[config.mk]
export PLATFORM = sky130hd
export DESIGN_NAME = jst_cell
export DESIGN_NICKNAME = d
export VERILOG_FILES = /design/src/hw/rtl/jst_pkg.sv /design/src/hw/rtl/jst_cell.sv
export SDC_FILE = /design/constraint.sdc
export NUM_CORES = 1
export LEC_CHECK = 0
export ABC_AREA = 0
export BUFFER_PORTS_ARGS = -buffer_cell sky130_fd_sc_hd__buf_4
export CAP_MARGIN = 10
export CORE_ASPECT_RATIO = 1.75
export CORE_MARGIN = 2
export CORE_UTILIZATION = 44
export DETAILED_ROUTE_END_ITERATION = 7
export PLACE_DENSITY_LB_ADDON = 0.25
export SETUP_SLACK_MARGIN = 0.3
export SYNTH_ARGS = -nofsm -noshare
export SYNTH_HDL_FRONTEND = slang
export SYNTH_SLANG_ARGS = --single-unit
[constraint.sdc]
create_clock -name clk -period 8.6 [get_ports clk]
set_input_delay 0 -clock clk [delete_from_list [all_inputs] [get_ports clk]]
set_output_delay 0 -clock clk [all_outputs]
set_load 0.01 [all_outputs]
[src/hw/rtl/jst_pkg.sv]
// shared constants and types for the job status table
package jst_pkg;

  localparam int MAX_ENTRIES  = 64;
  localparam int CNT_W        = $clog2(MAX_ENTRIES + 1);
  localparam int ID_W         = 32;
  localparam int PCT_W        = 7;
  localparam int USED_W       = 7;

  localparam logic [PCT_W-1:0] FULL_PERCENT = PCT_W'(100);

  // command codes
  localparam logic [1:0] CMD_ADD      = 2'd0;
  localparam logic [1:0] CMD_PROGRESS = 2'd1;
  localparam logic [1:0] CMD_FINISH   = 2'd2;
  localparam logic [1:0] CMD_REMOVE   = 2'd3;

  typedef struct packed {
    logic [ID_W-1:0]  id;
    logic [PCT_W-1:0] pct;
    logic             fin;
    logic             fail;
  } entry_t;

  // controls broadcast to every cell during the execute cycle
  typedef struct packed {
    logic             exec;
    logic [1:0]       cmd;
    logic [ID_W-1:0]  job_id;
    logic [PCT_W-1:0] pct;
    logic             fail;
    logic             room;
    logic             all_shift;
    logic             drop_en;
  } cmd_bus_t;

  function automatic logic [PCT_W-1:0] clamp_pct(input logic [PCT_W-1:0] v);
    return (v > FULL_PERCENT) ? FULL_PERCENT : v;
  endfunction

endpackage

[src/hw/rtl/jst_cell.sv]
// one table entry with its match and shift logic
module jst_cell (
  input  logic             clk,
  input  jst_pkg::cmd_bus_t bus,
  input  logic             valid,
  input  jst_pkg::entry_t  left_ent,
  input  jst_pkg::entry_t  right_ent,
  input  logic             hit_in,
  input  logic             older_fin_in,
  output jst_pkg::entry_t  ent,
  output logic             hit_out,
  output logic             older_fin_out,
  output logic             first_fin,
  output logic             victim,
  output logic             fin_nxt
);
  import jst_pkg::*;

  entry_t ent_r;
  entry_t ent_nxt;
  logic   match;
  logic   first;
  logic   older_incl;

  assign match         = valid && (ent_r.id == bus.job_id);
  assign first         = match && !hit_in;
  assign hit_out       = hit_in || match;
  assign older_incl    = older_fin_in || (valid && ent_r.fin);
  assign older_fin_out = older_incl;
  assign first_fin     = first && ent_r.fin;
  assign victim        = valid && ent_r.fin && !older_fin_in;
  assign ent           = ent_r;
  assign fin_nxt       = ent_nxt.fin;

  always_comb begin
    ent_nxt = ent_r;
    if (bus.exec) begin
      unique case (bus.cmd)
        CMD_ADD: begin
          if (bus.room && (bus.all_shift || older_incl)) ent_nxt = left_ent;
        end
        CMD_PROGRESS: begin
          if (first) ent_nxt.pct = bus.pct;
        end
        CMD_FINISH: begin
          if (first) begin
            ent_nxt.fin  = 1'b1;
            ent_nxt.fail = bus.fail;
            ent_nxt.pct  = FULL_PERCENT;
          end
        end
        CMD_REMOVE: begin
          if (bus.drop_en && hit_out) ent_nxt = right_ent;
        end
      endcase
    end
  end

  always_ff @(posedge clk) begin
    ent_r <= ent_nxt;
  end

endmodule

==> results.md <==
- Multi-input combinational cell area: 1160 sq um
- Power per cell area: 116 nW/um^2
- Cells after synthesis: 212
- Wire length of the first global-routing pass: 11300 um
- Die area: 6290 sq um
- Post-Route Skew: 0.00225 ns
- Final weighted congestion in routability-driven placement: 0.901
- Width of the chip: 60.8 um
- Buffer type at the clock tree root: sky130_fd_sc_hd__clkbuf_8
- Min-Delay Path Class: input pin to flip-flop
- Depth of the worst hold-timing path: 2
- Count of warnings emitted by yosys: 0
- Number of buffers on the longest clock path: 2
- Req. time, crit path: 8.54 ns
- Final setup violation count: 0
- Proportion of synthesized chip area in sequential cells: 49.1%
- Number of hold violations in the final report: 0
- Worst reg-to-reg path cell count: 7
- TritonCTS clock tree: built
- Overall track demand over capacity in global routing: 24.8%
- Standard cell core area: 5500 sq um
- Initial antenna violation count: 0
- Number of register bits inferred by synthesis: 41
- Number of iterations in the first detailed-routing pass: 4
- Flip-flop count of the largest register after layout: 41
- Power Total: 478 uW
- Post-synthesis cell area: 2480 sq um
- Number of levels in the clock H-tree: 2
- Overall routed net length: 8140 um
- Area Overhead vs Synth: 65.2%
- Headroom to the max-slew limit: 33.8%
- Post-route clock period utilization: 36.2%
- Cell variety after synth: 41
- Final Slew Violations: 0
- Switching fraction of total power: 24.5%
- Average footprint of a synthesized cell: 11.7 sq um
- Peak ir drop on the vdd network: 0.0952 mV
- Switching Power: 117 uW
- Final net count: 542
- Final worst-path setup slack: 5.48 ns
- Achievable clock frequency: 0.321 GHz
- Height of the die: 103 um
- Synthesized netlist net count: 349
- Post-Route Setup TNS: 0 ns
- Leakage power summed over all cells: 1.83 nW
- Number of flops mapped to enable cells by yosys: 40
- Total clock buffers created by CTS: 5
- Largest fanout of any net on the critical path: 37
- Setup repair after global routing missed its margin: no
- Gr ovfl total: 0
- Fraction of layout instances using a drive strength above 1: 47.5%
- Arrival time at the worst endpoint: 3.06 ns
- Crit start category: flip-flop
- Internal Pwr Total: 361 uW
- Initial drt markers: 125
- Area of all sequential standard cells: 1220 sq um
- Sequential share of power: 49.0%
- Quantity of gates resized following cts: 0
- Final HPWL DP: 6050 um
- Latest clock arrival within the worst-skew pair: 0.29 ns
- Post-layout min period: 3.12 ns
- Initial Utilization: 45.2%
- Outcome: completed
- Maxcap violations: 0
- Share of power burned in the clock network: 24.0%
- Clk sinks: 41
- Via density: 5.21
- Total of fill cells in the finished design: 420
- Remaining antenna violation count after routing: 0
- Slew at the pin closest to its max-slew limit: 0.990 ns
- Total via count after detailed routing: 2502
- Primary flip-flop cell chosen by synthesis mapping: sky130_fd_sc_hd__edfxtp_1
- Clock slew at reported path FFs: 0.07 ns
- Share of synthesized registers carrying an async set or reset: 0%
- Largest net degree at the start of global routing: 38
- Average detailed-routed wire length per instance: 17.0 um
- Final-layout worst hold slack: 0.00376 ns
- Number of buffers inserted by port buffering: 177
- IO Count: 178
- Final design utilization: 74.7%
- Number of antenna diodes: 0
- Total number of placement rows: 36
- Combinational fraction of design power: 27.0%
- Placement Setup Slack: 5.53 ns
- Worst Path Class, Setup: flip-flop to flip-flop
- Kind of end point of the critical path: flip-flop
- Vias in the first global route: 2527
- Drc violations: 0
## cell families after synthesis
family          synth area share [%]
compound gates                  22.7
fa+ha+maj                       2.52
mux                            0.403
xor+xnor                        10.9
buf+inv                         4.13
flops                           49.1
simple gates                    10.2
## layer usage
metal | vias up | share of wire [%] | global-route usage [%]
met5 | - | 0 | 0
met4 | 0 | 3.5 | 11.5
met3 | 20 | 7.2 | 5.60
met2 | 133 | 57 | 47.7
met1 | 1149 | 32 | 23.5
li1 | 1200 | - | -
## worst paths after layout
check	endpoint	startpoint	slack (ns)
min	ent[16]$_DFFE_PP_	right_ent[16]	0.004
max reg2reg	ent[30]$_DFFE_PP_	ent[32]$_DFFE_PP_	5.48
max	ent[30]$_DFFE_PP_	ent[32]$_DFFE_PP_	5.48
min reg2reg	ent[1]$_DFF_P_	ent[1]$_DFF_P_	0.67
## worst max-delay path, stage by stage (launching register included)
cell                       delay, ns
sky130_fd_sc_hd__edfxtp_1       0.41
sky130_fd_sc_hd__xor2_1         0.16
sky130_fd_sc_hd__nor4_1         0.37
sky130_fd_sc_hd__and4_4         0.31
sky130_fd_sc_hd__nand4_4        0.09
sky130_fd_sc_hd__a21boi_4       0.79
sky130_fd_sc_hd__o21ba_1        0.24
sky130_fd_sc_hd__buf_4          0.37
## power groups by stage
| stage | registers [mW] | clock network [mW] | logic (mW) |
|---|---|---|---|
| 5_1_grt | 0.235 | 0.126 | 0.139 |
| 3_5_place_dp | 0.239 | 0 | 0.120 |
| 6_report | 0.234 | 0.115 | 0.129 |
| 4_1_cts | 0.234 | 0.118 | 0.127 |
| 2_1_floorplan | 0.242 | 0 | 0.0459 |
| 3_3_place_gp | 0.238 | 0 | 0.118 |
## layout make-up
| class | instances | share of cell area, % |
|---|---|---|
| tap | 76 | 2.32 |
| clock inverter | 1 | 0.122 |
| clock buffer | 5 | 1.68 |
| inverter | 7 | 0.640 |
| timing repair buffer | 197 | 37.1 |
| multi-input combinational | 153 | 28.4 |
| sequential | 41 | 29.8 |
## cells in the mapped netlist (all sizes together) (2+ instances only)
master | instances | area [sq um]
edfxtp | 40 | 1200
a22o | 32 | 280
xnor2 | 24 | 210
nand2 | 11 | 41.3
nor2 | 9 | 33.8
a21oi | 8 | 40.0
o21ai | 8 | 40.0
inv | 7 | 26.3
nand4 | 7 | 65.1
xor2 | 7 | 61.3
clkbuf | 6 | 22.5
buf | 5 | 53.8
ha | 5 | 62.6
nand3 | 5 | 25.0
o21a | 5 | 37.5
a31o | 4 | 35.0
a221oi | 3 | 26.3
nor2b | 3 | 18.8
nor3 | 3 | 15.0
a21boi | 2 | 26.3
and4 | 2 | 21.3
nor4 | 2 | 12.5
o22ai | 2 | 12.5
## stage by stage
stage	std cells	area, sq um
after CTS	478	4080
after global placement	456	3850
final	480	4100
after detailed placement	456	3850
after global routing	480	4100
after floorplan	212	2480
## placed cells by master (no fill, tap or decap), types with 7 or more instances in the layout
master / netlist / routed
sky130_fd_sc_hd__edfxtp_1: 40 / 40
sky130_fd_sc_hd__nor2_1: 9 / 9
sky130_fd_sc_hd__a21oi_1: 8 / 8
sky130_fd_sc_hd__o21ai_0: 8 / 8
sky130_fd_sc_hd__xnor2_1: 24 / 24
sky130_fd_sc_hd__inv_1: 7 / 7
sky130_fd_sc_hd__a22o_1: 32 / 32
sky130_fd_sc_hd__buf_4: 0 / 179
sky130_fd_sc_hd__xor2_1: 7 / 7
sky130_fd_sc_hd__dlygate4sd3_1: 0 / 18
sky130_fd_sc_hd__nand2_1: 11 / 11
## repair_timing
item / CTS / global route
setup endpoints to repair: 0 / 0
setup buffers: 0 / 0
hold buffers: 16 / 2
hold endpoints to repair: 9 / 2
Note: power is estimated with default switching activity, not from simulation.
